===== src/ebad_pkg.sv =====
// ============================================================================
// ebad_pkg: shared types and constants of the elevation box-average decimator
// Field widths, configuration codes, reset values, queue sizing and the
// state encodings of the geometry and divider sequencers.
// ============================================================================
`default_nettype none

package ebad_pkg;

  // Storage sizing
  localparam int MAX_WIDTH = 4096;
  localparam int MAX_BLOCK = 16;

  // Fixed field widths
  localparam int GW_W       = 13;  // grid_width register
  localparam int BS_W       = 5;   // block_size register
  localparam int SAMPLE_W   = 16;
  localparam int SUM_W      = 24;
  localparam int MEAN_W     = 24;
  localparam int FRAC_W     = 8;
  localparam int CFG_IDX_W  = 2;
  localparam int CFG_DATA_W = 16;

  // Derived widths
  localparam int COL_W  = $clog2(MAX_WIDTH);
  localparam int BLK_W  = (MAX_BLOCK > 1) ? $clog2(MAX_BLOCK) : 1;
  localparam int NSQ_W  = 2 * $clog2(MAX_BLOCK) + 1;
  localparam int DVD_W  = SUM_W + FRAC_W;
  localparam int GCNT_W = $clog2(GW_W);

  // Mean divider: quotient bits retired per cycle
  localparam int DIV_BITS  = 4;
  localparam int DIV_STEPS = DVD_W / DIV_BITS;
  localparam int DCNT_W    = $clog2(DIV_STEPS);

  // Queue between front and back
  localparam int QUEUE_DEPTH = 4;
  localparam int QPTR_W      = $clog2(QUEUE_DEPTH);
  localparam int QCNT_W      = QPTR_W + 1;

  // Register reset values
  localparam int GRID_WIDTH_RST = 4096;
  localparam int BLOCK_SIZE_RST = 1;
  localparam int NBLK_RST       = GRID_WIDTH_RST / BLOCK_SIZE_RST;
  localparam int LIMIT_RST      = NBLK_RST * BLOCK_SIZE_RST;

  typedef logic [GW_W-1:0]                width_t;
  typedef logic [BS_W-1:0]                bsize_t;
  typedef logic [COL_W-1:0]               col_t;
  typedef logic [BLK_W-1:0]               bcnt_t;
  typedef logic signed [SAMPLE_W-1:0]     sample_t;
  typedef logic signed [SUM_W-1:0]        sum_t;
  typedef logic signed [MEAN_W-1:0]       mean_t;
  typedef logic [NSQ_W-1:0]               nsq_t;
  typedef logic [NSQ_W:0]                 trial_t;
  typedef logic [DVD_W-1:0]               dvd_t;
  typedef logic [SUM_W-1:0]               mag_t;
  typedef logic [DCNT_W-1:0]              dcnt_t;
  typedef logic [GCNT_W-1:0]              gcnt_t;
  typedef logic [BS_W:0]                  gtrial_t;
  typedef logic [QPTR_W-1:0]              qptr_t;
  typedef logic [QCNT_W-1:0]              qcnt_t;
  typedef logic [CFG_IDX_W-1:0]           cfg_idx_t;
  typedef logic [CFG_DATA_W-1:0]          cfg_data_t;

  typedef enum logic [CFG_IDX_W-1:0] {
    CFG_GRID_WIDTH = 2'd0,
    CFG_BLOCK_SIZE = 2'd1,
    CFG_NODATA     = 2'd2,
    CFG_SEA        = 2'd3
  } cfg_reg_t;

  typedef struct packed {
    sample_t sample;
    logic    frame_end;
  } in_item_t;

  typedef struct packed {
    mean_t block_mean;
    logic  row_end;
  } out_item_t;

  // Effective (clamped) configuration
  typedef struct packed {
    width_t  width;
    bsize_t  block;
    sample_t nodata;
    sample_t sea;
  } cfg_t;

  // Row geometry: blocks per row and number of columns covered by them
  typedef struct packed {
    width_t nblk;
    width_t limit;
    logic   busy;
  } geo_t;

  // Finished block sum waiting for the divider
  typedef struct packed {
    sum_t sum;
    logic row_end;
  } blk_entry_t;

  typedef enum logic [1:0] {
    GEO_IDLE,
    GEO_DIV,
    GEO_MUL
  } geo_state_t;

  typedef enum logic [1:0] {
    BK_IDLE,
    BK_RUN,
    BK_DONE
  } back_state_t;

endpackage

`default_nettype wire


===== src/ebad_geom.sv =====
// ============================================================================
// ebad_geom: row geometry sequencer
// Works out blocks per row (width / block) with a bit-serial divider and the
// number of columns those blocks cover, after every configuration write.
// ============================================================================
`default_nettype none

module ebad_geom (
  input  logic            clk,
  input  logic            rst_n,
  input  logic            start,
  input  ebad_pkg::cfg_t  cfg,
  output ebad_pkg::geo_t  geo
);

  ebad_pkg::geo_state_t state_r, state_nxt;
  ebad_pkg::gcnt_t      cnt_r, cnt_nxt;
  ebad_pkg::width_t     dvd_r, dvd_nxt;
  ebad_pkg::bsize_t     rem_r, rem_nxt;
  ebad_pkg::width_t     nblk_r, nblk_nxt;
  ebad_pkg::width_t     limit_r, limit_nxt;
  ebad_pkg::gtrial_t    trial;
  logic                 ge;
  logic                 do_load, do_step, do_mul;

  // Next state
  always_comb begin
    state_nxt = state_r;
    case (state_r)
      ebad_pkg::GEO_IDLE: state_nxt = ebad_pkg::GEO_IDLE;
      ebad_pkg::GEO_DIV: begin
        if (cnt_r == ebad_pkg::gcnt_t'(ebad_pkg::GW_W - 1)) begin
          state_nxt = ebad_pkg::GEO_MUL;
        end
      end
      ebad_pkg::GEO_MUL:  state_nxt = ebad_pkg::GEO_IDLE;
      default:            state_nxt = ebad_pkg::GEO_IDLE;
    endcase
    if (start) begin
      state_nxt = ebad_pkg::GEO_DIV;
    end
  end

  // Outputs
  always_comb begin
    do_load = start;
    do_step = 1'b0;
    do_mul  = 1'b0;
    case (state_r)
      ebad_pkg::GEO_IDLE: ;
      ebad_pkg::GEO_DIV:  do_step = !start;
      ebad_pkg::GEO_MUL:  do_mul  = !start;
      default:            ;
    endcase
  end

  // Restoring division step, one quotient bit per cycle
  assign trial = {rem_r, dvd_r[ebad_pkg::GW_W-1]};
  assign ge    = (trial >= {1'b0, cfg.block});

  always_comb begin
    cnt_nxt   = cnt_r;
    dvd_nxt   = dvd_r;
    rem_nxt   = rem_r;
    nblk_nxt  = nblk_r;
    limit_nxt = limit_r;
    if (do_load) begin
      cnt_nxt = '0;
      dvd_nxt = cfg.width;
      rem_nxt = '0;
    end else if (do_step) begin
      cnt_nxt = cnt_r + ebad_pkg::gcnt_t'(1);
      dvd_nxt = {dvd_r[ebad_pkg::GW_W-2:0], ge};
      rem_nxt = ge ? ebad_pkg::bsize_t'(trial - {1'b0, cfg.block})
                   : ebad_pkg::bsize_t'(trial);
    end else if (do_mul) begin
      nblk_nxt  = dvd_r;
      limit_nxt = ebad_pkg::width_t'(dvd_r * cfg.block);
    end
  end

  always_ff @(posedge clk) begin
    if (!rst_n) begin
      state_r <= ebad_pkg::GEO_IDLE;
      cnt_r   <= '0;
      nblk_r  <= ebad_pkg::width_t'(ebad_pkg::NBLK_RST);
      limit_r <= ebad_pkg::width_t'(ebad_pkg::LIMIT_RST);
    end else begin
      state_r <= state_nxt;
      cnt_r   <= cnt_nxt;
      nblk_r  <= nblk_nxt;
      limit_r <= limit_nxt;
    end
  end

  always_ff @(posedge clk) begin
    dvd_r <= dvd_nxt;
    rem_r <= rem_nxt;
  end

  assign geo.nblk  = nblk_r;
  assign geo.limit = limit_r;
  assign geo.busy  = (state_r != ebad_pkg::GEO_IDLE);

endmodule

`default_nettype wire


===== config.mk =====
export PLATFORM = sky130hd
export DESIGN_NAME = ebad_geom
export DESIGN_NICKNAME = d
export VERILOG_FILES = /design/src/ebad_pkg.sv /design/src/ebad_geom.sv
export SDC_FILE = /design/constraint.sdc
export NUM_CORES = 1
export LEC_CHECK = 0
export ABC_CLOCK_PERIOD_IN_PS = 5000
export BUFFER_PORTS_ARGS = -buffer_cell sky130_fd_sc_hd__buf_2
export CORE_UTILIZATION = 29
export CTS_CLUSTER_SIZE = 20
export DETAILED_ROUTE_END_ITERATION = 10
export HOLD_SLACK_MARGIN = 0.08
export PLACE_DENSITY = 0.45
export SLEW_MARGIN = 30
export SYNTH_ARGS = -nofsm -noshare
export SYNTH_HDL_FRONTEND = slang
export SYNTH_SLANG_ARGS = --single-unit

===== constraint.sdc =====
create_clock -name clk -period 5 [get_ports clk]
set_clock_uncertainty 0.2 [all_clocks]
set_input_delay 1 -clock clk [delete_from_list [all_inputs] [get_ports clk]]
set_output_delay 1 -clock clk [all_outputs]
set_load 0.02 [all_outputs]

# Word-level counts from Yosys, hierarchy flattened
# Index checks and enable logic that the tools add are counted.
# op_classes
n_lt_le_gt_ge	1
eq_ne	4
n_reduce_logical	6
muxes	8
n_bitwise	4
n_addsub	2
mul	1
# op_table
operator	count
$mux 13	2
$mul 13x5->13	1
$ge 6x5->1	1
$mux 1	5
$mux 5	1
$sub 5x5->5	1
$add 4x1->4 const B	1
$eq 4x4->1 const B	1
$not 1->1	4
$reduce_bool 2->1	2
$ne 3x3->1 const B	1
$reduce_and 3->1	1
$reduce_or 3->1	1
$eq 2x1->1 const B	1
$eq 2x2->1 const B	1
$reduce_or 2->1	1
$logic_not 1->1	1
# totals
inputBits	53
wordCells	33
output_inout_bits	27
ff_bits	50

# Depth between registers and ports, before layout
# depth
ltp_word	4
depth_mapped	14
mapped_depth_nobuf	13

# Least setup slack after synthesis
# OpenSTA, ideal clock, no wires.
# synth_timing
kind	in2reg
startpoint	input cfg[35] (netlist bit)
endpoint	register limit_r[9]
path_stages	12
path_slack_ns	0.451
required_time_ns	4.678
path_buffers	1
arrival_ns	4.226
setup_ns	0.122
cell_sequence	clkbuf_1 -> and2_1 -> fa_1 -> fa_1 -> inv_1 -> fa_1 -> inv_1 -> ha_1 -> a2111o_1 -> a21oi_1 -> nor3_1 -> a311o_1
# synth_between
elab_chain_len	1
# synth_rtl
item	line	source
start: declaration	ebad_geom.sv:12	input ebad_pkg::cfg_t cfg,
$mul 13x5->13	ebad_geom.sv:78	limit_nxt = ebad_pkg::width_t'(dvd_r * cfg.block);
end signal: assignment	ebad_geom.sv:87	limit_r <= ebad_pkg::width_t'(ebad_pkg::LIMIT_RST);
end signal: assignment	ebad_geom.sv:92	limit_r <= limit_nxt;
end: declaration	ebad_geom.sv:21	ebad_pkg::width_t limit_r, limit_nxt;
# Every way passes these cells.
# A chain may end at the register's enable or synchronous reset.

# Worst setup path in the final report
# layout_timing
startpoint	input cfg[36] (netlist bit)
endpoint	register limit_r[9]
# Same word-level chain as after synthesis.

==> metrics.cfg <==
[floorplanning]
die_area_mm2 = 0.0132
die_w_um = 115
rows = 40
die_h_um = 115
ios = 80
core_area_mm2 = 0.0122
initial_core_util_pct = 30.2

[timing]
period_needed_ns = 4.42
fin_hold_ws_ns = 0.249
max_freq_mhz = 226
fin_crit_sh_pct = 88.4
tightest_slew_ns = 0.822
hold_viol_final = 0
maxSlewViolCount = 0
setup_viol = 0
slew_headroom_pct = 45.1
rsz0062_at_grt = no
setup-tns-final_ns = 0

[synth]
netlist.area_leader.share_pct = 20.1
synth_cell_types = 46
synth_top_cells_by_area = dfxtp_1, fa_1, edfxtp_1
synth_warnings = 0
ys_seq_area_share_pct = 30.6
yosysTopAreaCell = dfxtp_1
synth_cells = 405
synth_flop_cell = dfxtp_1
ys_ff_latch = 50
synth_edf_count = 13
yosysMostFrequentCell = nand2_1
async_flop_share_pct = 0
synth_area_mm2 = 0.00369
synth_fp_nets = 508
synthTopCellsByCount = nand2_1, inv_1, dfxtp_1
avgSynthCellArea_um2 = 9.11

[worst_setup_path]
cp_max_fo = 7
rr_startpoint = dvd_r[3]
worstReg2RegEnd = limit_r[9]
cp_data_arrival_time_ns = 4.41
reg2regPathDepth = 11
worst_setup_path_end_kind = flip-flop
cp-start-kind = input pin
required_ns = 4.99
r2r_setup_slack_ns = 0.88
crit_type = input pin to flip-flop

[worst_hold_path]
min_path_cells = 2
min-delay-start = limit_r[8]
hold_end = limit_r[8]
worst_hold_path_type = flip-flop to flip-flop

[finish]
nFillCells = 1329
fin_cells = 613
area_delta_synth_final_pct = 14.7
fin_nets = 547
diodes = 0
drive_gt1_share_pct = 18.4

[drt]
routed_via_density = 4.64
wl_per_cell_um = 13.9
route.vias.total = 2845
ant_nets = 0
initialDrtViolationCount = 55
wirelength_um = 8510
drc = 0
drt-pass1-iter-count = 4

[clock_tree]
numCtsBuffers = 5
postCtsHoldBufs = 0
cts_tree = done
cts_sinks = 50
postCtsSetupRepairBufs = 0
root_buffer = clkbuf_16
cts.path.max_buffers = 2
cts_resized = 0
path_clk_slew_ns = 0.07
htree_levels = 2
clk_latency_ns = 0.30

[placed_design]
dp.cells = 605
place_hpwl_um = 6370
gp_congestion = 0.743
io_buffers = 47

[pwr]
ir_drop_v = 0.000133
power_density_mw_per_mm2 = 332
power_leakage_uw = 0.00188
p_total_uw = 1400

[global_routing]
grt_pass1_wl_um = 14600
grt_max_degree = 31
grt_pass1_vias = 2953
track_usage_pct = 14.6
antenna_found_initial = 0
grt_overflow_total = 0

[status]
outcome = completed

[flow_run]
cap_violations = 0

[flip-flops by register name, summed over array words and instances (netlist names)]
name and cells:
dvd_r 13, limit_r 13, nblk_r 13, rem_r 5, cnt_r 4, state_r 2
[worst max-delay path by stage]
stage / endpoint / depth (start not counted) / from / slack [ns]
finish: limit_r[9] / 12 / cfg[36] / 0.58
CTS: limit_r[9] / 12 / cfg[36] / 0.57
global placement: limit_r[9] / 12 / cfg[36] / 0.28
floorplan: limit_r[9] / 12 / cfg[35] / 0.45
global route: limit_r[9] / 12 / cfg[36] / 0.41
detailed placement: limit_r[9] / 12 / cfg[36] / 0.25
[layer usage]
| metal | part of all wire, % | vias to the layer above | GRT usage, % |
|---|---|---|---|
| li1 | - | 1424 | - |
| met2 | 47 | 40 | 24.8 |
| met3 | 3.4 | 8 | 2.53 |
| met1 | 48 | 1373 | 18.5 |
| met5 | 0 | - | 0 |
| met4 | 1.5 | 0 | 5.45 |
[where the power goes]
part	leakage, uW	internal, uW	total [uW]	switching (uW)
Sequential	0.000430	436	463	27.6
Clock	0.0000751	188	355	166
Combinational	0.00138	260	586	326
Total	0.00188	884	1400	520
[critical path: stages]
cell	delay (ns)
buf_2	0.14
and2_1	0.18
fa_1	0.50
fa_1	0.55
inv_1	0.06
fa_1	0.52
inv_1	0.04
ha_1	0.37
a2111o_1	0.39
a21oi_1	0.29
nor3_1	0.11
a311o_1	0.27
[logic make-up after synthesis]
kind of cell             count (synthesis)  synth area share (%)
AND/OR/NAND/NOR                        150                  20.3
multiplexers                            13                  3.97
flip-flops                              50                  30.6
buffers and inverters                   60                  6.27
AO/OA/AOI/OAI                           65                  11.6
XOR/XNOR                                17                  4.81
adder cells (fa/ha/maj)                 50                  22.4
[final cells by class]
class / count / area, um^2 / share of cell area, %
Timing Repair Buffer: 50 / 258 / 6.09
Inverter: 42 / 158 / 3.72
Clock buffer: 5 / 125 / 2.95
Clock inverter: 3 / 21.3 / 0.502
Tap cell: 168 / 210 / 4.96
Sequential cell: 50 / 1130 / 26.7
Multi-Input combinational cell: 295 / 2330 / 55.1
[stage by stage]
step | utilization [%] | cell area (um^2) | worst slack [ns]
after global routing | 34.7 | 4240 | 0.411
after CTS | 34.7 | 4230 | 0.575
after global placement | 33.5 | 4090 | 0.277
after floorplan | - | 3690 | 0.451
final | 34.7 | 4240 | 0.580
after detailed placement | 33.5 | 4090 | 0.249
[layout by cell type, fill, tap and decap left out, types with 4 or more instances in the layout]
master / count
nand2_1: 63
buf_2: 47
inv_1: 42
dfxtp_1: 37
and2_1: 32
a21oi_1: 30
fa_1: 27
ha_1: 23
nor2_1: 14
mux2_2: 13
edfxtp_1: 13
xnor2_1: 10
o21ai_0: 7
o21a_1: 5
nand2b_1: 5
a21o_1: 5
nor3_1: 5
nand3_1: 5
clkbuf_16: 5
xor2_1: 4
a211oi_1: 4
o211ai_1: 4
nand4b_1: 4
Note: power is estimated with default switching activity, not from simulation.
