**src/ebad_pkg.sv**
```systemverilog
// ============================================================================
// ebad_pkg: shared types and constants of the elevation box-average decimator
// Field widths, configuration codes, reset values, queue sizing and the
// state encodings of the geometry and divider sequencers.
// ============================================================================
`default_nettype none

package ebad_pkg;

  // Storage sizing
  localparam int MAX_WIDTH = 4096;
  localparam int MAX_BLOCK = 16;

  // Fixed field widths
  localparam int GW_W       = 13;  // grid_width register
  localparam int BS_W       = 5;   // block_size register
  localparam int SAMPLE_W   = 16;
  localparam int SUM_W      = 24;
  localparam int MEAN_W     = 24;
  localparam int FRAC_W     = 8;
  localparam int CFG_IDX_W  = 2;
  localparam int CFG_DATA_W = 16;

  // Derived widths
  localparam int COL_W  = $clog2(MAX_WIDTH);
  localparam int BLK_W  = (MAX_BLOCK > 1) ? $clog2(MAX_BLOCK) : 1;
  localparam int NSQ_W  = 2 * $clog2(MAX_BLOCK) + 1;
  localparam int DVD_W  = SUM_W + FRAC_W;
  localparam int GCNT_W = $clog2(GW_W);

  // Mean divider: quotient bits retired per cycle
  localparam int DIV_BITS  = 4;
  localparam int DIV_STEPS = DVD_W / DIV_BITS;
  localparam int DCNT_W    = $clog2(DIV_STEPS);

  // Queue between front and back
  localparam int QUEUE_DEPTH = 4;
  localparam int QPTR_W      = $clog2(QUEUE_DEPTH);
  localparam int QCNT_W      = QPTR_W + 1;

  // Register reset values
  localparam int GRID_WIDTH_RST = 4096;
  localparam int BLOCK_SIZE_RST = 1;
  localparam int NBLK_RST       = GRID_WIDTH_RST / BLOCK_SIZE_RST;
  localparam int LIMIT_RST      = NBLK_RST * BLOCK_SIZE_RST;

  typedef logic [GW_W-1:0]                width_t;
  typedef logic [BS_W-1:0]                bsize_t;
  typedef logic [COL_W-1:0]               col_t;
  typedef logic [BLK_W-1:0]               bcnt_t;
  typedef logic signed [SAMPLE_W-1:0]     sample_t;
  typedef logic signed [SUM_W-1:0]        sum_t;
  typedef logic signed [MEAN_W-1:0]       mean_t;
  typedef logic [NSQ_W-1:0]               nsq_t;
  typedef logic [NSQ_W:0]                 trial_t;
  typedef logic [DVD_W-1:0]               dvd_t;
  typedef logic [SUM_W-1:0]               mag_t;
  typedef logic [DCNT_W-1:0]              dcnt_t;
  typedef logic [GCNT_W-1:0]              gcnt_t;
  typedef logic [BS_W:0]                  gtrial_t;
  typedef logic [QPTR_W-1:0]              qptr_t;
  typedef logic [QCNT_W-1:0]              qcnt_t;
  typedef logic [CFG_IDX_W-1:0]           cfg_idx_t;
  typedef logic [CFG_DATA_W-1:0]          cfg_data_t;

  typedef enum logic [CFG_IDX_W-1:0] {
    CFG_GRID_WIDTH = 2'd0,
    CFG_BLOCK_SIZE = 2'd1,
    CFG_NODATA     = 2'd2,
    CFG_SEA        = 2'd3
  } cfg_reg_t;

  typedef struct packed {
    sample_t sample;
    logic    frame_end;
  } in_item_t;

  typedef struct packed {
    mean_t block_mean;
    logic  row_end;
  } out_item_t;

  // Effective (clamped) configuration
  typedef struct packed {
    width_t  width;
    bsize_t  block;
    sample_t nodata;
    sample_t sea;
  } cfg_t;

  // Row geometry: blocks per row and number of columns covered by them
  typedef struct packed {
    width_t nblk;
    width_t limit;
    logic   busy;
  } geo_t;

  // Finished block sum waiting for the divider
  typedef struct packed {
    sum_t sum;
    logic row_end;
  } blk_entry_t;

  typedef enum logic [1:0] {
    GEO_IDLE,
    GEO_DIV,
    GEO_MUL
  } geo_state_t;

  typedef enum logic [1:0] {
    BK_IDLE,
    BK_RUN,
    BK_DONE
  } back_state_t;

endpackage

`default_nettype wire

```
**src/ebad_back.sv**
```systemverilog
// ============================================================================
// ebad_back: block mean divider and result register
// Divides sum * 256 by block area, four quotient bits per cycle, truncating
// toward zero, and holds each mean until it is popped.
// ============================================================================
`default_nettype none

module ebad_back (
  input  logic                 clk,
  input  logic                 rst_n,
  input  logic                 q_empty,
  input  ebad_pkg::blk_entry_t q_entry,
  output logic                 q_pop,
  input  ebad_pkg::nsq_t       area,
  output logic                 empty,
  input  logic                 pop,
  output ebad_pkg::out_item_t  out_data
);

  ebad_pkg::back_state_t state_r, state_nxt;
  ebad_pkg::dcnt_t       cnt_r, cnt_nxt;
  ebad_pkg::dvd_t        dvd_r, dvd_step;
  ebad_pkg::nsq_t        rem_r, rem_step;
  ebad_pkg::trial_t      trial;
  logic                  neg_r, row_end_r;
  ebad_pkg::mag_t        mag;
  ebad_pkg::mean_t       quo;
  logic                  out_valid_r, out_free;
  ebad_pkg::out_item_t   out_r;
  logic                  div_load, div_step, out_load;

  assign out_free = !out_valid_r || pop;

  // Next state
  always_comb begin
    state_nxt = state_r;
    case (state_r)
      ebad_pkg::BK_IDLE: begin
        if (!q_empty) begin
          state_nxt = ebad_pkg::BK_RUN;
        end
      end
      ebad_pkg::BK_RUN: begin
        if (cnt_r == ebad_pkg::dcnt_t'(ebad_pkg::DIV_STEPS - 1)) begin
          state_nxt = ebad_pkg::BK_DONE;
        end
      end
      ebad_pkg::BK_DONE: begin
        if (out_free) begin
          state_nxt = ebad_pkg::BK_IDLE;
        end
      end
      default: state_nxt = ebad_pkg::BK_IDLE;
    endcase
  end

  // Outputs
  always_comb begin
    div_load = 1'b0;
    div_step = 1'b0;
    out_load = 1'b0;
    case (state_r)
      ebad_pkg::BK_IDLE: div_load = !q_empty;
      ebad_pkg::BK_RUN:  div_step = 1'b1;
      ebad_pkg::BK_DONE: out_load = out_free;
      default:           ;
    endcase
  end

  assign q_pop = div_load;

  // Magnitude of the signed sum
  assign mag = q_entry.sum[ebad_pkg::SUM_W-1] ? ebad_pkg::mag_t'(~q_entry.sum + 1'b1)
                                              : ebad_pkg::mag_t'(q_entry.sum);

  // Restoring division, DIV_BITS quotient bits per cycle
  always_comb begin
    rem_step = rem_r;
    dvd_step = dvd_r;
    trial    = '0;
    for (int i = 0; i < ebad_pkg::DIV_BITS; i++) begin
      trial = {rem_step, dvd_step[ebad_pkg::DVD_W-1]};
      if (trial >= {1'b0, area}) begin
        rem_step = ebad_pkg::nsq_t'(trial - {1'b0, area});
        dvd_step = {dvd_step[ebad_pkg::DVD_W-2:0], 1'b1};
      end else begin
        rem_step = ebad_pkg::nsq_t'(trial);
        dvd_step = {dvd_step[ebad_pkg::DVD_W-2:0], 1'b0};
      end
    end
  end

  always_comb begin
    cnt_nxt = cnt_r;
    if (div_load) begin
      cnt_nxt = '0;
    end else if (div_step) begin
      cnt_nxt = cnt_r + ebad_pkg::dcnt_t'(1);
    end
  end

  always_ff @(posedge clk) begin
    if (!rst_n) begin
      state_r     <= ebad_pkg::BK_IDLE;
      cnt_r       <= '0;
      out_valid_r <= 1'b0;
    end else begin
      state_r     <= state_nxt;
      cnt_r       <= cnt_nxt;
      out_valid_r <= out_load || (out_valid_r && !pop);
    end
  end

  always_ff @(posedge clk) begin
    if (div_load) begin
      dvd_r     <= {mag, ebad_pkg::FRAC_W'(0)};
      rem_r     <= '0;
      neg_r     <= q_entry.sum[ebad_pkg::SUM_W-1];
      row_end_r <= q_entry.row_end;
    end else if (div_step) begin
      dvd_r <= dvd_step;
      rem_r <= rem_step;
    end
    if (out_load) begin
      out_r.block_mean <= neg_r ? -quo : quo;
      out_r.row_end    <= row_end_r;
    end
  end

  // Only the low quotient bits survive the 24-bit result
  assign quo = ebad_pkg::mean_t'(dvd_r[ebad_pkg::MEAN_W-1:0]);

  assign empty    = !out_valid_r;
  assign out_data = out_r;

endmodule

`default_nettype wire

```
**config.mk**
```make
export PLATFORM = sky130hd
export DESIGN_NAME = ebad_back
export DESIGN_NICKNAME = d
export VERILOG_FILES = /design/src/ebad_pkg.sv /design/src/ebad_back.sv
export SDC_FILE = /design/constraint.sdc
export NUM_CORES = 1
export LEC_CHECK = 0
export BUFFER_PORTS_ARGS = -buffer_cell sky130_fd_sc_hd__buf_2
export CORE_ASPECT_RATIO = 1.4
export CORE_MARGIN = 3
export CORE_UTILIZATION = 59
export DETAILED_ROUTE_END_ITERATION = 6
export GPL_TIMING_DRIVEN = 0
export PLACE_DENSITY = 0.77
export SETUP_SLACK_MARGIN = 0.1
export SLEW_MARGIN = 5
export SYNTH_ARGS = -nofsm -noshare
export SYNTH_HDL_FRONTEND = slang
export SYNTH_SLANG_ARGS = --single-unit
```
**constraint.sdc**
```tcl
create_clock -name clk -period 19.23 [get_ports clk]
set_input_delay 3.846 -clock clk [delete_from_list [all_inputs] [get_ports clk]]
set_output_delay 3.846 -clock clk [all_outputs]
set_load 0.02 [all_outputs]
```
* Yosys cells after proc, flatten, opt, wreduce, memory -nomap -nowiden *
Index checks and enable logic that the tools add are counted.

storage, ports and cells
  register bits after elaboration = 74
  latch bits = 0
  memory bits (writable) = 0
  memory bits (read-only) = 0
  bits of input ports = 38
  output and inout bits = 27
  logic and storage cells = 58
  memories = 0

cells by class
  $add $sub $neg = 7
  multiply operators = 0
  div/mod/pow operators = 0
  magnitude comparators = 4
  equal/unequal tests = 6
  shift operators = 0
  multiplexer cells = 19
  bitwise operators = 2
  reductions and logical operators = 10

operators by type and width
  kind                     count
  $mux W32                 2
  $mux W24                 2
  $ge A10 B9 Y1            4
  $mux W9                  4
  $sub A9 B9 Y9            4
  $add A24 B1 Y24 const B  1
  $neg A24 Y24             1
  $not A24 Y24             1
  $mux W1                  7
  $mux W2                  3
  $ne A2 B2 Y1 const B     3
  $pmux W2 S3              1
  $add A3 B1 Y3 const B    1
  $eq A3 B3 Y1 const B     1
  $logic_not A1 Y1         3
  $reduce_and A3 Y1        1
  $eq A2 B1 Y1 const B     1
  $eq A2 B2 Y1 const B     1
  $logic_not A2 Y1         1
  $logic_or A1 B1 Y1       2
  $reduce_bool A2 Y1       1
  $reduce_or A2 Y1         1
  $logic_and A1 B1 Y1      1
  $not A1 Y1               1

* Longest topological paths before layout *
  word-level depth = 10
  mapped depth = 37
  depth with buffers taken out = 34

* Least setup slack after synthesis *
OpenSTA, ideal clock, no wires.

  kind = input -> register
  from = input area[0]
  to = register rem_r[4]
  setup time = 0.133 ns
  arrival time = 11.294 ns
  data required time = 19.097 ns
  path slack = 7.803 ns
  cell stages on the path = 34
  buffers on the path = 3
  cells stage by stage = ha_1 -> inv_1 -> fa_1 -> a211oi_2 -> o211ai_2 -> a21oi_4 -> buf_2 -> mux2_2 -> ha_1 -> a211oi_1 -> nor3b_1 -> o41ai_2 -> o2111ai_4 -> buf_2 -> nand2_1 -> o21ai_0 -> fa_1 -> nand2b_1 -> a211oi_1 -> nor3_1 -> o21ai_0 -> nor3b_2 -> nor2_2 -> mux2i_1 -> fa_1 -> a21o_1 -> a21oi_1 -> o21ai_0 -> a21oi_1 -> o21ai_0 -> a311oi_4 -> buf_6 -> mux2i_1 -> a21oi_1

between the ends
  longest elaborated chain between the ends = 8
  elaborated cells on any way between the ends = 12

RTL lines
  what                                            RTL line                          RTL
  start, declared                                 ebad_back.sv:14                   input ebad_pkg::nsq_t area,
  $sub A9 B9 Y9 or $ge A10 B9 Y1 (tied branches)  ebad_back.sv:84, ebad_back.sv:83
  $mux W9                                         ebad_back.sv:83                   if (trial >= {1'b0, area}) begin
  $sub A9 B9 Y9 or $ge A10 B9 Y1 (tied branches)  ebad_back.sv:84, ebad_back.sv:83
  $mux W9                                         ebad_back.sv:83
  $sub A9 B9 Y9 or $ge A10 B9 Y1 (tied branches)  ebad_back.sv:84, ebad_back.sv:83
  $mux W9                                         ebad_back.sv:83
  $sub A9 B9 Y9 or $ge A10 B9 Y1 (tied branches)  ebad_back.sv:84, ebad_back.sv:83
  $mux W9 *                                       ebad_back.sv:83
  end signal, assigned                            ebad_back.sv:122                  rem_r <= rem_step;
  end, declared                                   ebad_back.sv:23                   ebad_pkg::nsq_t rem_r, rem_step;

Every way passes the cells marked *; elsewhere a longest branch is shown, timed or not.
A chain may end at the register's enable or synchronous reset.

* Worst setup path after layout *
  from = input area[0]
  to = register rem_r[7]

Same word-level chain as after synthesis.

==> qor.yml <==
clock_tree:
  htree_levels: 3
  cts_setup_buffers: 0
  cts_sinks: 74
  cts.root.buffer_cell: "clkbuf_16"
  numCtsBuffers: 9
  cts_repair_resize_count: 0
  cts-hold-fix-buffers: 0
  clock_path_buffers: 2
  clk_pin_slew_ns: 0.06
  clk_latency_ns: 0.34
  cts_tree: "done"
final_layout:
  fill_cells: 724
  drive_above_1_share_pct: 16.7
  layout.nets: 740
  final_cells: 770
  syn_to_final_growth_pct: 14.4
  num_antenna_cells: 0
drt:
  drt_iter0_drc: 292
  dr_total_vias: 4650
  via_per_inst: 6.04
  wl_per_cell_um: 18.0
  first_pass_iters: 5
  drc: 0
  wl_um: 13900
  antenna_left: 0
die:
  die_w_um: 87.6
  fp.dieArea_sq_um: 10500
  die_h_um: 120
  start_util_pct: 60.9
  pin_count: 65
  rows: 41
  coreArea_sq_um: 9030
logic_synthesis:
  syn_inst: 582
  synth_top_family_by_area: "compound AO/OA/AOI/OAI gates"
  synth.area.top_cells: "edfxtp_1 28%, ha_1 9.1%, dfxtp_1 8.4%"
  synth_top_area_share_pct: 27.9
  yosys-top-cells-count: "63 x nand2_1, 58 x o21ai_0, 51 x edfxtp_1"
  synth_nets: 664
  synth_compound_gate_area_share_pct: 19.6
  synth-adder-area-share_pct: 10.6
  synth_edf_count: 51
  synth-simple-area-share_pct: 14.6
  muxShareOfSynthArea_pct: 4.71
  synth_xor_area_share_pct: 10.7
  avgSynthCellArea_sq_um: 9.44
  synth-main-ff-cell: "edfxtp_1"
  yosys_register_bits: 74
  async_flop_share_pct: 0
  yosysSeqAreaShare_pct: 36.3
  yosysMostFrequentCell: "nand2_1"
  post-synth-top-area-cell: "edfxtp_1"
  synth_cell_types: 60
  synth.cell_area_sq_um: 5490
  yosysWarnings: 0
worst_setup_path:
  crit_fanout: 10
  critical_path_required_ns: 19.43
  worst_path_max_delay_cell: "o21ai_0"
  cp-end-kind: "flip-flop"
  startpoint: "area[0]"
  crit_arrival_ns: 12.92
  critPathMaxStageDelay_ns: 0.52
  path_class: "in2reg"
  timing.rr.start: "dvd_r[31]"
  cp_common_cell: "o21ai_0"
  crit_path_start_kind: "input port"
sta:
  relSlewSlack_pct: 35.7
  worst_slew_pin_slew_ns: 0.963
  drv_slew: 0
  fmax_mhz: 78.6
  final_hold_viol_count: 0
  fin_crit_sh_pct: 66.1
  fin_tns_setup_ns: 0
  rsz0062_at_grt: "no"
  setup_viol: 0
  clock_skew_ns: 0.00512
  period_minus_slack_ns: 12.72
  finalWorstSetupSlack_ns: 6.51
global_routing:
  grt_use_total_pct: 27.6
  grt_max_degree: 26
  antenna_found_initial: 0
  grt_pass1_vias: 4619
  grt_overflow: 0
  grt_pass1_wl_um: 22600
placement:
  placed_cells: 754
  portBuffers: 64
  gp_congestion: 0.909
  pre_cts_slack_ns: 6.31
  dp_hpwl_um: 10900
run:
  maxCapViolations: 0
outcome:
  status: "completed"
worst_hold_path:
  hp-class: "reg2reg"
  min-delay-start: "row_end_r"
[layer usage]
layer	global-route usage [%]	part of all wire (%)
met3	2.86	3.2
met2	50.3	54
met4	11.3	3.3
met1	32.3	39
met5	0	0
[path summary, 6_finish.rpt]
kind	to	slack, ns	cells past startpoint
setup / recovery	rem_r[7]	6.51	35
hold / removal	out_data[0]	0.44	0
setup reg to reg	rem_r[7]	9.71	35
hold reg to reg	out_data[0]	0.44	0
[cell usage in the layout (no fill, tap or decap), types with 10 or more instances in the layout]
cell type  Yosys  layout
mux2i_1       12      12
nand2_1       63      63
xor2_1        29      29
nor3_1        11      11
mux2_2        11      11
dfxtp_1       23      23
ha_1          40      40
inv_1         32      32
a21oi_1       26      26
a21o_1        10      10
nor2_1        29      29
xnor2_1       38      38
clkbuf_1      14      15
nand3_1       14      14
o21ai_0       58      58
buf_2          2      66
edfxtp_1      51      51
o31ai_1       13      13
[critical path, delay by kind of cell]
family,cells,cell delay [ns]
multiplexers,3,1.12
adder cells (fa/ha/maj),5,1.79
AO/OA/AOI/OAI,16,4.09
buffers and inverters,5,0.94
AND/OR/NAND/NOR,6,1.11
[registers in the layout (all words and copies together) (netlist names)]
register,flops
row_end_r,1
dvd_r,32
neg_r,1
out_valid_r,1
rem_r,9
out_data,25
state_r,2
cnt_r,3
[cell type report]
| cell class | instances | area [sq um] | share of cell area (%) |
|---|---|---|---|
| Clock inverter | 6 | 90.1 | 1.43 |
| Tap cell | 107 | 134 | 2.13 |
| Buffer | 18 | 77.6 | 1.23 |
| Inverter | 32 | 120 | 1.91 |
| Sequential cell | 74 | 1990 | 31.7 |
| Multi-Input combinational cell | 458 | 3310 | 52.6 |
| Clock buffer | 10 | 229 | 3.64 |
| Timing Repair Buffer | 65 | 335 | 5.34 |
[kinds of logic after synthesis]
logic type | Yosys count
AND/OR/NAND/NOR | 167
XOR/XNOR | 67
buffers and inverters | 50
adder cells (fa/ha/maj) | 44
flip-flops | 74
multiplexers | 24
AO/OA/AOI/OAI | 156
[through the flow]
| stage | cell area [sq um] | utilization (%) | hold WS (ns) |
|---|---|---|---|
| 2_1_floorplan | 5490 | - | 0.400 |
| 3_3_place_gp | 5950 | 65.9 | 0.403 |
| 3_5_place_dp | 5970 | 66.1 | 0.423 |
| 4_1_cts | 6280 | 69.6 | 0.437 |
| 5_1_grt | 6280 | 69.6 | 0.453 |
| 6_report | 6280 | 69.6 | 0.436 |
Power is not shown: default switching activity piles up to over one toggle a cycle in this logic, so the estimate is an artifact.
