[config.mk]
export PLATFORM = sky130hd
export DESIGN_NAME = ebad_fifo
export DESIGN_NICKNAME = d
export VERILOG_FILES = /design/src/ebad_pkg.sv /design/src/ebad_fifo.sv
export SDC_FILE = /design/constraint.sdc
export NUM_CORES = 1
export LEC_CHECK = 0
export BUFFER_PORTS_ARGS = -buffer_cell sky130_fd_sc_hd__clkbuf_2
export CAP_MARGIN = 20
export CORE_MARGIN = 3
export CORE_UTILIZATION = 50
export CTS_CLUSTER_SIZE = 24
export DETAILED_ROUTE_END_ITERATION = 6
export PLACE_DENSITY = 0.72
export SYNTH_ARGS = -nofsm -noshare
export SYNTH_HDL_FRONTEND = slang
export SYNTH_SLANG_ARGS = --single-unit
[constraint.sdc]
create_clock -name clk -period 1.45 [get_ports clk]
set_input_delay 0.29 -clock clk [delete_from_list [all_inputs] [get_ports clk]]
set_output_delay 0.29 -clock clk [all_outputs]
set_load 0.02 [all_outputs]
[src/ebad_pkg.sv]
// ============================================================================
// ebad_pkg: shared types and constants of the elevation box-average decimator
// Field widths, configuration codes, reset values, queue sizing and the
// state encodings of the geometry and divider sequencers.
// ============================================================================
`default_nettype none

package ebad_pkg;

  // Storage sizing
  localparam int MAX_WIDTH = 4096;
  localparam int MAX_BLOCK = 16;

  // Fixed field widths
  localparam int GW_W       = 13;  // grid_width register
  localparam int BS_W       = 5;   // block_size register
  localparam int SAMPLE_W   = 16;
  localparam int SUM_W      = 24;
  localparam int MEAN_W     = 24;
  localparam int FRAC_W     = 8;
  localparam int CFG_IDX_W  = 2;
  localparam int CFG_DATA_W = 16;

  // Derived widths
  localparam int COL_W  = $clog2(MAX_WIDTH);
  localparam int BLK_W  = (MAX_BLOCK > 1) ? $clog2(MAX_BLOCK) : 1;
  localparam int NSQ_W  = 2 * $clog2(MAX_BLOCK) + 1;
  localparam int DVD_W  = SUM_W + FRAC_W;
  localparam int GCNT_W = $clog2(GW_W);

  // Mean divider: quotient bits retired per cycle
  localparam int DIV_BITS  = 4;
  localparam int DIV_STEPS = DVD_W / DIV_BITS;
  localparam int DCNT_W    = $clog2(DIV_STEPS);

  // Queue between front and back
  localparam int QUEUE_DEPTH = 4;
  localparam int QPTR_W      = $clog2(QUEUE_DEPTH);
  localparam int QCNT_W      = QPTR_W + 1;

  // Register reset values
  localparam int GRID_WIDTH_RST = 4096;
  localparam int BLOCK_SIZE_RST = 1;
  localparam int NBLK_RST       = GRID_WIDTH_RST / BLOCK_SIZE_RST;
  localparam int LIMIT_RST      = NBLK_RST * BLOCK_SIZE_RST;

  typedef logic [GW_W-1:0]                width_t;
  typedef logic [BS_W-1:0]                bsize_t;
  typedef logic [COL_W-1:0]               col_t;
  typedef logic [BLK_W-1:0]               bcnt_t;
  typedef logic signed [SAMPLE_W-1:0]     sample_t;
  typedef logic signed [SUM_W-1:0]        sum_t;
  typedef logic signed [MEAN_W-1:0]       mean_t;
  typedef logic [NSQ_W-1:0]               nsq_t;
  typedef logic [NSQ_W:0]                 trial_t;
  typedef logic [DVD_W-1:0]               dvd_t;
  typedef logic [SUM_W-1:0]               mag_t;
  typedef logic [DCNT_W-1:0]              dcnt_t;
  typedef logic [GCNT_W-1:0]              gcnt_t;
  typedef logic [BS_W:0]                  gtrial_t;
  typedef logic [QPTR_W-1:0]              qptr_t;
  typedef logic [QCNT_W-1:0]              qcnt_t;
  typedef logic [CFG_IDX_W-1:0]           cfg_idx_t;
  typedef logic [CFG_DATA_W-1:0]          cfg_data_t;

  typedef enum logic [CFG_IDX_W-1:0] {
    CFG_GRID_WIDTH = 2'd0,
    CFG_BLOCK_SIZE = 2'd1,
    CFG_NODATA     = 2'd2,
    CFG_SEA        = 2'd3
  } cfg_reg_t;

  typedef struct packed {
    sample_t sample;
    logic    frame_end;
  } in_item_t;

  typedef struct packed {
    mean_t block_mean;
    logic  row_end;
  } out_item_t;

  // Effective (clamped) configuration
  typedef struct packed {
    width_t  width;
    bsize_t  block;
    sample_t nodata;
    sample_t sea;
  } cfg_t;

  // Row geometry: blocks per row and number of columns covered by them
  typedef struct packed {
    width_t nblk;
    width_t limit;
    logic   busy;
  } geo_t;

  // Finished block sum waiting for the divider
  typedef struct packed {
    sum_t sum;
    logic row_end;
  } blk_entry_t;

  typedef enum logic [1:0] {
    GEO_IDLE,
    GEO_DIV,
    GEO_MUL
  } geo_state_t;

  typedef enum logic [1:0] {
    BK_IDLE,
    BK_RUN,
    BK_DONE
  } back_state_t;

endpackage

`default_nettype wire

[src/ebad_fifo.sv]
// ============================================================================
// ebad_fifo: short queue of finished block sums
// Decouples the accumulator from the mean divider; exposes its fill level.
// ============================================================================
`default_nettype none

module ebad_fifo (
  input  logic                 clk,
  input  logic                 rst_n,
  input  logic                 push,
  input  ebad_pkg::blk_entry_t wr_entry,
  input  logic                 pop,
  output ebad_pkg::blk_entry_t rd_entry,
  output logic                 empty,
  output ebad_pkg::qcnt_t      count
);

  ebad_pkg::blk_entry_t slots_r [ebad_pkg::QUEUE_DEPTH];
  ebad_pkg::qptr_t      wr_ptr_r, rd_ptr_r;
  ebad_pkg::qcnt_t      count_r, count_nxt;

  always_comb begin
    count_nxt = count_r;
    if (push && !pop) begin
      count_nxt = count_r + ebad_pkg::qcnt_t'(1);
    end else if (pop && !push) begin
      count_nxt = count_r - ebad_pkg::qcnt_t'(1);
    end
  end

  always_ff @(posedge clk) begin
    if (!rst_n) begin
      wr_ptr_r <= '0;
      rd_ptr_r <= '0;
      count_r  <= '0;
    end else begin
      count_r <= count_nxt;
      if (push) begin
        wr_ptr_r <= wr_ptr_r + ebad_pkg::qptr_t'(1);
      end
      if (pop) begin
        rd_ptr_r <= rd_ptr_r + ebad_pkg::qptr_t'(1);
      end
    end
  end

  always_ff @(posedge clk) begin
    if (push) begin
      slots_r[wr_ptr_r] <= wr_entry;
    end
  end

  assign rd_entry = slots_r[rd_ptr_r];
  assign empty    = (count_r == '0);
  assign count    = count_r;

endmodule

`default_nettype wire

# ---- Word level (Yosys, flattened, before mapping)
# Memories as Yosys holds them, arrays and structs flattened. A register that Yosys moved wholly into a read port is not among the register bits.
# Cells that the tools add are included.
# W data, S select, Z words.
dict set report totals {
  memories 1
  elab_cells 20
  latch_bits 0
  mem_bits_rw 100
  ff_bits 7
  rom_bits 0
}
# memory depth width rd rd_clocked_by_memory_dff write_ports line
set memory_table {}
lappend memory_table {slots_r 4 25 1 1 1 ebad_fifo.sv:18} ;# ebad_pkg::blk_entry_t slots_r [ebad_pkg::QUEUE_DEPTH];
dict set report op_classes {
  n_reduce_logical 6
  n_lt_le_gt_ge 0
  n_mul 0
  bitwise 0
  n_addsub 4
  n_shift 0
  div 0
  mux 6
  n_eq_ne 0
}
# op n
set ops {}
lappend ops {{$mux W3} 2}
lappend ops {{$add A2 B1 Y2 const B} 2}
lappend ops {{$mux W2} 2}
lappend ops {{$add A3 B1 Y3 const B} 1}
lappend ops {{$logic_not A3 Y1} 1}
lappend ops {{$sub A3 B1 Y3 const B} 1}
lappend ops {{$logic_and A1 B1 Y1} 2}
lappend ops {{$logic_not A1 Y1} 2}
lappend ops {{$mux W1} 2}
lappend ops {{$reduce_bool A2 Y1} 1}

# ---- Depth between registers and ports, before layout
# Gate-level depths: netlist (run 1).
dict set report depth {
  ltp_word 4
  depth_mapped 7
  mapped_depth_nobuf 7
}

# ---- Least setup slack after synthesis (run 1)
# OpenSTA, ideal clock, no wires.
dict set report synth_timing {
  path_type {reg-to-reg}
  startpoint {reg wr_ptr_r[0]}
  endpoint {mem slots_r[2][0] (netlist bit), enable pin}
  arrival_ns 1.173
  path_stages_with_launch 4
  path_slack_ns -0.107
  n_path_buf 0
  required_ns 1.066
  path_cell_list {dfxtp_1 -> inv_1 -> ha_1 -> and2_1}
}
# element line
set synth_lines {}
lappend synth_lines {{from (decl)} ebad_fifo.sv:19} ;# ebad_pkg::qptr_t wr_ptr_r, rd_ptr_r;
lappend synth_lines {{from (signal assigned)} ebad_fifo.sv:39} ;# wr_ptr_r <= wr_ptr_r + ebad_pkg::qptr_t'(1);
lappend synth_lines {{to (decl)} ebad_fifo.sv:18}
# No word-level cell before the write port.

==> metrics.yaml, run 1 <==
critical_path:
  path_cells: "buf_12 -> mux4_2 -> buf_2"
  slowest_stage: "mux4_2"
  reg2reg_to: "count[2]"
  start_kind: "flip-flop"
  crit_required_ps: 1160
  r2r_setup_slack_ps: 20
  r2r_start: "count[0]"
  crit_type: "reg2out"
  worstSetupEndpointType: "output pin"
  reg2reg_depth: 5
  cp_max_fo: 9
  cpPeakStageDelay_ps: 520
  cp_data_arrival_time_ps: 1650
timing:
  drv_slew: 0
  fin_skew_ps: 4.91
  final-hold-violation-count: 0
  setup_ws_ps: -492
  max-slew-margin-rel: 0.740
  setup_violations: 25
  fin_crit_ps: 1940
  fmax_ghz: 0.515
  worst_pin_slew_ps: 391
  rsz0062_at_grt: "true"
  min_period_over_period: 1.34
logic_synthesis:
  synth.avg_cell_area_um2: 23.6
  ys_top_cells_by_area: "edfxtp_1 (73%), mux4_2 (11%), dfxtp_1 (4.4%)"
  yosysTopAreaCell: "edfxtp_1"
  async_reset_ff_frac: 0
  yosys.area.top_type_share: 0.734
  synth_commonest_cells: "edfxtp_1 (100), mux4_2 (20), and2_1 (9), dfxtp_1 (9)"
  yosys_warnings: 0
  yosysSeqAreaShare: 0.778
  synth.distinct_cells: 21
  synth_edf_count: 100
  syn_nets: 208
  syn_inst: 173
  yosys_register_bits: 109
  ys.flop_type: "edfxtp_1"
  yosys.cell_count.top_type: "edfxtp_1"
  syn-cell-area_mm2: 0.00409
route:
  drt_wl_total_um: 6630
  viasPerCell: 5.34
  vias: 1906
  first_pass_iters: 4
  antenna_left: 0
  drc: 0
  wl_per_cell_um: 18.6
  drt_first_iter_violations: 81
power_and_ir_drop:
  finalPower_mw: 6.76
  cellPowerDensity_mw_per_mm2: 1370
  p_leak_nw: 1.73
  ir_worst_vdd_mv: 0.629
placed_design:
  dpl_cell_area_mm2: 0.00457
  globalplace.congestion: 0.735
  dp_cells: 337
  portBuffers: 57
  dp_hpwl_um: 4230
global_routing:
  antenna_found_initial: 0
  grt_overflow: 0
  grt_pass1_vias: 1957
  grt_pass1_wl_um: 10300
  grt_max_degree: 26
  grtUsageTotal: 0.155
hold_path:
  hp-start: "wr_entry[20]"
  hold_depth: 1
  min_to: "slots_r[0][20]"
  hp-class: "in2reg"
clocking:
  numCtsBuffers: 9
  cts-root-buf: "clkbuf_8"
  cts_buffer_depth: 2
  htreeDepth: 3
  cts.sinks: 109
  cts_tree: "yes"
  insertion_delay_ps: 360
  clk_pin_slew_worst_paths_ps: 100
layout:
  layout-drive-gt1-share: 0.486
  num-fill-cells: 570
  nets: 285
  fin_area_mm2: 0.00492
  final_util: 0.628
  final_cells: 357
  area_growth_pct: 20.4
  antenna_cells: 0
floorplanning:
  core-area_mm2: 0.00785
  die_h_um: 96.4
  ios: 58
  die_w_um: 96.4
  floorplan.die_area_mm2: 0.00930
  rows: 32
  start_util: 0.521
flow_run:
  maxCapViolCount: 0
outcome:
  status: "finished, violations left"
  failed_checks: "negative setup slack"
==> per-stage QoR <==
| stage | hold slack, ps | TNS (ps) | setup WS [ps] |
|---|---|---|---|
| 6_report | 142 | -11250 | -492 |
| 3_5_place_dp | 506 | -11120 | -210 |
| 3_3_place_gp | 496 | -10190 | -174 |
| 4_1_cts | 128 | -12110 | -520 |
| 5_1_grt | 123 | -13040 | -553 |
| 2_1_floorplan | 389 | -32.0 | -32.0 |
==> per-layer routing <==
layer	global-route usage	vias up	part of all wire
met5	0	-	0
met4	0.0421	0	0.011
met3	0.0496	6	0.051
met2	0.245	45	0.50
met1	0.211	1000	0.44
li1	-	855	-
==> flip-flops by register name, indices dropped and copies added (netlist names), named ones only <==
| signal | cells |
|---|---|
| slots_r | 100 |
| count | 3 |
| rd_ptr_r | 2 |
| wr_ptr_r | 2 |
==> cell type report <==
type | count | area (µm²) | share of cell area
flip-flops and latches | 109 | 3190 | 0.648
multi-input cells | 54 | 838 | 0.170
repair buffers | 72 | 509 | 0.103
well taps | 102 | 128 | 0.0259
clock buffers | 9 | 124 | 0.0252
clock inverters | 7 | 121 | 0.0246
inverters | 4 | 15.0 | 0.00305
==> where the power goes <==
| group | switching [mW] | internal (mW) | leakage (nW) | total [mW] |
|---|---|---|---|---|
| Clock | 0.987 | 1.16 | 0.124 | 2.15 |
| Combinational | 0.489 | 0.458 | 0.616 | 0.947 |
| Sequential | 0.0695 | 3.60 | 0.994 | 3.67 |
| Total | 1.55 | 5.22 | 1.73 | 6.76 |
==> worst max-delay path, delay by kind of cell (launching register included) <==
family | cells | cell delay (ps)
multiplexers | 1 | 520
flip-flops | 1 | 430
buffers and inverters | 2 | 340
==> cell families after synthesis <==
logic type | count (synthesis) | share of synthesized area
flops | 109 | 0.778
mux | 27 | 0.147
buf+inv | 10 | 0.0199
xor+xnor | 5 | 0.0107
compound gates | 2 | 0.00306
simple gates | 14 | 0.0205
fa+ha+maj | 6 | 0.0202
==> what timing repair did <==
| item | CTS | global route |
|---|---|---|
| hold buffers | 0 | 0 |
| gates resized for setup | 19 | 29 |
| pin swaps | 1 | 2 |
| endpoints found under the setup margin | 101 | 27 |
| buffers inserted | 2 | 2 |
==> cell usage in the layout (no fill, tap or decap), drive strengths merged <==
master,synthesis,routed
nor3,1,1
xnor2,2,2
nor2b,2,2
dfxtp,9,9
mux2i,2,2
ha,5,5
o21ai,1,1
mux4,25,25
nand2,1,1
a21boi,1,1
and2,9,9
clkbuf,1,52
xor2,3,3
fa,1,1
inv,4,6
or3,1,1
edfxtp,100,100
bufinv,0,3
clkinv,0,2
buf,5,29
==> worst max path at each step <==
stage | startpoint | endpoint | depth (start not counted)
global route | flip-flop | rd_entry[12] | 3
detailed placement | flip-flop | rd_entry[5] | 3
finish | flip-flop | rd_entry[12] | 3
floorplan | pop | count[2] | 7
CTS | flip-flop | rd_entry[12] | 3
global placement | flip-flop | rd_entry[6] | 3
(Power assumes the default switching activity.)
==> run 2, diff against run 1 <==
CAP_MARGIN = not set   (was 20)
CORE_UTILIZATION = 33   (was 50)
PLACE_DENSITY = 0.51   (was 0.72)
==> metrics.yaml, run 2 (synthesis gave the netlist of run 1 again) <==
outcome:
  status: "finished, violations left"  # unchanged
  failed_checks: "negative setup slack"  # unchanged
critical_path:
  crit_family: "multiplexers"  # unchanged
  cp_max_fo: 10  # was 9
  crit_type: "reg2out"  # unchanged
  cp_data_arrival_time_ps: 1620  # was 1650 ps
  path_cells: "buf_16 -> mux4_2 -> buf_8"  # was buf_12 -> mux4_2 -> buf_2
  slowest_stage: "mux4_2"  # unchanged
  start_kind: "flip-flop"  # unchanged
  cp_num_buf_inv: 2  # unchanged
  worstSetupEndpointType: "output pin"  # unchanged
  crit_required_ps: 1160  # about the same
  cpPeakStageDelay_ps: 530  # was 520 ps
power_and_ir_drop:
  clkPwrFrac: 0.331  # was 0.317
  internal_power_mw: 5.43  # was 5.22 mW
  ir_worst_vdd_mv: 0.526  # was 0.629 mV
  finalPower_mw: 6.99  # was 6.76 mW
  p_seq_frac: 0.525  # was 0.543
  cellPowerDensity_mw_per_mm2: 1350  # was 1370 mW/mm²
  swShare: 0.223  # was 0.229
  switching_power_mw: 1.56  # was 1.55 mW
  p_leak_nw: 1.79  # was 1.73 nW
  power_frac_comb: 0.144  # was 0.140
timing:
  setup_ws_ps: -455  # was -492 ps
  fin_skew_ps: 3.48  # was 4.91 ps
  worst_pin_slew_ps: 213  # was 391 ps
  rsz0062_at_grt: "true"  # unchanged
  fmax_ghz: 0.525  # was 0.515 GHz
  min_period_over_period: 1.31  # was 1.34
  setup_violations: 25  # unchanged
  final-hold-violation-count: 0  # unchanged
  fin_crit_ps: 1910  # was 1940 ps
  drv_slew: 0  # unchanged
  max-slew-margin-rel: 0.858  # was 0.740
route:
  drc: 0  # unchanged
  first_pass_iters: 4  # unchanged
  drt_wl_total_um: 7210  # was 6630 µm
  wl_per_cell_um: 16.9  # was 18.6 µm
  viasPerCell: 4.42  # was 5.34
  antenna_left: 0  # unchanged
  drt_first_iter_violations: 95  # was 81
  vias: 1881  # was 1906
clocking:
  htreeDepth: 3  # unchanged
  cts.sinks: 109  # unchanged
  post-cts-setup-buffers: 0  # was 2
  cts-root-buf: "clkbuf_16"  # was clkbuf_8
  insertion_delay_ps: 340  # was 360 ps
  cts_tree: "yes"  # unchanged
  clk_pin_slew_worst_paths_ps: 70  # was 100 ps
  cts_buffer_depth: 2  # unchanged
  numCtsBuffers: 9  # unchanged
hold_path:
  hp-class: "in2reg"  # unchanged
placed_design:
  place_ws_ps: -199  # was -210 ps
  dp_hpwl_um: 4670  # was 4230 µm
  portBuffers: 57  # unchanged
  globalplace.congestion: 0.648  # was 0.735
global_routing:
  grt_overflow: 0  # unchanged
  grtUsageTotal: 0.113  # was 0.155
  antenna_found_initial: 0  # unchanged
  grt_max_degree: 22  # was 26
  grt_pass1_vias: 1995  # was 1957
  grt_pass1_wl_um: 11300  # was 10300 µm
layout:
  antenna_cells: 0  # unchanged
  ff_latch_area_mm2: 0.00319  # about the same
  area_growth_pct: 26.1  # was 20.4%
  layout_commonest_cell: "edfxtp_1"  # unchanged
  final_cell_mix: "edfxtp_1 (100), clkbuf_2 (33), mux4_2 (25), buf_6 (12), clkbuf_16 (10)"  # was edfxtp_1 (100), clkbuf_2 (42), mux4_2 (25), clkbuf_8 (10), buf_4 (10)
  multi_input_area_um2: 816  # was 838 µm²
  largest_register_ffs: 100  # unchanged
  layout-drive-gt1-share: 0.465  # was 0.486
  regMostFlops: "slots_r"  # unchanged
  nets: 288  # was 285
  num-fill-cells: 1075  # was 570
floorplanning:
  floorplan.die_area_mm2: 0.0138  # was 0.00930 mm²
  die_w_um: 117  # was 96.4 µm
  core-area_mm2: 0.0121  # was 0.00785 mm²
  die_h_um: 117  # was 96.4 µm
  rows: 40  # was 32
  ios: 58  # unchanged
  start_util: 0.339  # was 0.521
flow_run:
  maxCapViolCount: 0  # unchanged
==> run 2: cell types whose count changed in the layout (fill, tap and decap cells not counted), sizes merged <==
cell | before | now
buf | 29 | 41
bufinv | 3 | 1
clkbuf | 52 | 44
clkinv | 2 | 4
clkinvlp | 0 | 1
inv | 6 | 4
==> run 2: path summary, 6_finish.rpt <==
check                                   from        endpoint  slack, ps  cells after the start
worst min register to register      count[2]        count[2]        540                      2
worst min-delay path            wr_entry[20]  slots_r[2][20]        160                      1
worst max-delay path               flip-flop     rd_entry[1]       -460                      3
worst max register to register      count[0]        count[2]         70                      4
==> run 2: cell type report <==
| class | instances | share of cell area |
|---|---|---|
| clock buffer | 10 | 0.0444 |
| clock inverter | 6 | 0.0104 |
| inverter | 4 | 0.00291 |
| multi-input combinational | 54 | 0.158 |
| sequential | 109 | 0.618 |
| tap | 168 | 0.0408 |
| timing repair buffer | 75 | 0.125 |
==> run 2: timing repair <==
item | 4_1_cts | 5_1_grt
hold buffers | 0 | 0
resized for setup | 15 | 48
pin swaps | 0 | 0
hold endpoints to repair | 0 | 0
setup endpoints to repair | 25 | 26
cloned | 1 | 1
==> run 2: per-layer routing <==
layer,global-route usage,vias to the layer above,wire (µm)
met1,0.130,961,2950
met5,0,-,0
met4,0.0484,0,129
met2,0.183,42,3700
met3,0.0501,12,432
li1,-,866,-
==> run 2: metrics by stage <==
step                hold slack (ps)  utilization  cells  TNS (ps)  instance area [µm²]
finish                          156        0.428    426    -10910                 5160
detailed placement              510        0.392    408     -3190                 4720
floorplan                       389            -    173     -32.0                 4100
CTS                             140        0.420    425    -11870                 5060
global route                    156        0.428    426    -12620                 5160
global placement                495        0.392    408     -2730                 4720
==> run 2: power by group through the flow <==
stage	Clock [mW]	Sequential (mW)	Combinational [mW]
after floorplan	0	3.73	0.547
after global placement	0	3.72	0.890
after detailed placement	0	3.73	0.895
after CTS	2.40	3.67	0.948
final	2.31	3.67	1.01
after global routing	2.51	3.69	1.09
==> run 2: worst register-to-register path: cells and delay by family (launching register included) <==
kind            cells  cell delay [ps]
xor+xnor            1              150
fa+ha+maj           1              380
simple gates        1              310
flops               1              350
compound gates      1              130
==> run 3, diff against run 2 <==
CELL_PAD_IN_SITES_DETAIL_PLACEMENT = 1   (was not set)
CELL_PAD_IN_SITES_GLOBAL_PLACEMENT = 2   (was not set)
PLACE_DENSITY = 0.62   (was 0.51)
==> metrics.yaml, run 3 (synthesis gave the netlist of run 1 again) <==
outcome:
  status: "finished, violations left"  # unchanged
  failed_checks: "negative setup slack"  # unchanged
timing:
  setup_violations: 25  # unchanged
  rsz0062_at_grt: "true"  # unchanged
  fin_crit_ps: 1920  # was 1910 ps
  worst_pin_slew_ps: 197  # was 213 ps
  fin_skew_ps: 3.62  # was 3.48 ps
  drv_slew: 0  # unchanged
  fmax_ghz: 0.520  # was 0.525 GHz
  max-slew-margin-rel: 0.868  # was 0.858
  worst_hold_slack_ps: 165  # was 156 ps
  final-hold-violation-count: 0  # unchanged
  setup_ws_ps: -474  # was -455 ps
  min_period_over_period: 1.33  # was 1.31
layout:
  multi_input_area_um2: 821  # was 816 µm²
  layout_commonest_cell: "edfxtp_1"  # unchanged
  largest_register_ffs: 100  # unchanged
  final_util: 0.431  # was 0.428
  layout-drive-gt1-share: 0.471  # was 0.465
  area_growth_pct: 27.1  # was 26.1%
  antenna_cells: 0  # unchanged
  final_cell_mix: "edfxtp_1 (100), clkbuf_2 (36), mux4_2 (25), buf_6 (19), buf_4 (14)"  # was edfxtp_1 (100), clkbuf_2 (33), mux4_2 (25), buf_6 (12), clkbuf_16 (10)
  ff_latch_area_mm2: 0.00319  # unchanged
  regMostFlops: "slots_r"  # unchanged
  num-fill-cells: 1146  # was 1075
  nets: 291  # was 288
floorplanning:
  die_w_um: 117  # unchanged
  ios: 58  # unchanged
  floorplan.die_area_mm2: 0.0138  # unchanged
  rows: 40  # unchanged
  core-area_mm2: 0.0121  # unchanged
  start_util: 0.339  # unchanged
  die_h_um: 117  # unchanged
global_routing:
  grtUsageTotal: 0.117  # was 0.113
  use_met1: 0.146  # was 0.130
  grtUsageMet3: 0.0338  # was 0.0501
  antenna_found_initial: 0  # unchanged
  grt_overflow: 0  # unchanged
  grt_pass1_wl_um: 12300  # was 11300 µm
  grt_util_met2: 0.191  # was 0.183
  top_usage_layer: "met2"  # unchanged
  grt_max_degree: 26  # was 22
  grt_pass1_vias: 2204  # was 1995
route:
  drt_wl_total_um: 7610  # was 7210 µm
  wl_per_cell_um: 17.7  # was 16.9 µm
  drc: 0  # unchanged
  first_pass_iters: 4  # unchanged
  antenna_left: 0  # unchanged
  viasPerCell: 4.49  # was 4.42
  vias: 1927  # was 1881
  drt_first_iter_violations: 131  # was 95
power_and_ir_drop:
  finalPower_mw: 7.08  # was 6.99 mW
  ir_worst_vdd_mv: 0.507  # was 0.526 mV
  p_seq_frac: 0.518  # was 0.525
  internal_power_mw: 5.46  # was 5.43 mW
  swShare: 0.228  # was 0.223
  clkPwrFrac: 0.335  # was 0.331
  switching_power_mw: 1.62  # was 1.56 mW
  power_frac_comb: 0.147  # was 0.144
  cellPowerDensity_mw_per_mm2: 1360  # was 1350 mW/mm²
  p_leak_nw: 1.81  # was 1.79 nW
placed_design:
  dp_hpwl_um: 4930  # was 4670 µm
  globalplace.congestion: 0.696  # was 0.648
  portBuffers: 57  # unchanged
critical_path:
  slowest_stage: "mux4_2"  # unchanged
  cp_data_arrival_time_ps: 1630  # was 1620 ps
  reg2reg_depth: 4  # unchanged
  worstSetupEndpointType: "output pin"  # unchanged
  crit_family: "multiplexers"  # unchanged
  cp_num_buf_inv: 2  # unchanged
  r2r_start: "count[1]"  # was count[0]
  start_kind: "flip-flop"  # unchanged
  cp_max_fo: 8  # was 10
  r2r_setup_slack_ps: 70  # about the same
  cpPeakStageDelay_ps: 520  # was 530 ps
  path_cells: "clkbuf_16 -> mux4_2 -> buf_6"  # was buf_16 -> mux4_2 -> buf_8
  crit_type: "reg2out"  # unchanged
  reg2reg_to: "count[2]"  # unchanged
  crit_required_ps: 1160  # about the same
hold_path:
  min_to: "slots_r[3][9]"  # was slots_r[2][20]
  hold_depth: 1  # unchanged
  hp-start: "wr_entry[9]"  # was wr_entry[20]
  hp-class: "in2reg"  # unchanged
clocking:
  cts.sinks: 109  # unchanged
  cts-root-buf: "clkbuf_16"  # unchanged
  htreeDepth: 3  # unchanged
  cts_tree: "yes"  # unchanged
  numCtsBuffers: 9  # unchanged
  cts_buffer_depth: 2  # unchanged
  insertion_delay_ps: 340  # about the same
  clk_pin_slew_worst_paths_ps: 70  # about the same
  ctsHoldBuffers: 0  # unchanged
flow_run:
  maxCapViolCount: 0  # unchanged
## run 3: cell count changes in the layout (fill, tap and decap cells not counted), sizes merged
cell      before  now
inv            4    5
clkbuf        44   49
clkinvlp       1    0
buf           41   40
clkinv         4    3
## run 3: what timing repair did
item                       4_1_cts  5_1_grt
setup endpoints to repair       26       26
gates cloned                     0        1
gates resized for setup          9       60
pin swaps                        0        1
setup buffers                    2        1
## run 3: worst max path at each step
| stage | cells after the start | slack [ps] | end |
|---|---|---|---|
| floorplan | 7 | -30 | count[2] |
| detailed placement | 3 | -200 | rd_entry[17] |
| global route | 3 | -530 | rd_entry[5] |
| finish | 3 | -470 | rd_entry[11] |
| global placement | 3 | -190 | rd_entry[22] |
| CTS | 3 | -510 | rd_entry[22] |
## run 3: through the flow
step | area, µm² | setup TNS, ps | instances | setup slack (ps)
floorplan | 4100 | -32.0 | 173 | -32.0
global placement | 4740 | -3910 | 409 | -186
detailed placement | 4740 | -4180 | 409 | -199
CTS | 5060 | -11710 | 427 | -512
global route | 5190 | -12750 | 429 | -533
finish | 5190 | -11070 | 429 | -474
## run 3: routing by layer
metal,part of all wire,wire (µm)
met1,0.45,3440
met2,0.49,3740
met3,0.041,310
met4,0.016,125
met5,0,0
## run 3: cell type report
cell class              instances  share of cell area
flip-flops and latches        109               0.614
multi-input cells              54               0.158
repair buffers                 78               0.131
clock buffers                  11              0.0448
well taps                     168              0.0405
clock inverters                 5             0.00963
inverters                       4             0.00289
## run 3: power groups by stage
stage                     Combinational, mW  Clock [mW]  Sequential [mW]
after global routing                   1.12        2.56             3.68
after global placement                0.903           0             3.73
after CTS                             0.939        2.43             3.67
final                                  1.04        2.37             3.67
after floorplan                       0.547           0             3.73
after detailed placement              0.911           0             3.73
## run 3: worst reg2reg max path, stage by stage (launching register included)
cell and delay [ps]:
dfxtp_1 360, fa_2 370, xor2_1 150, or3_1 300
a21boi_1 130
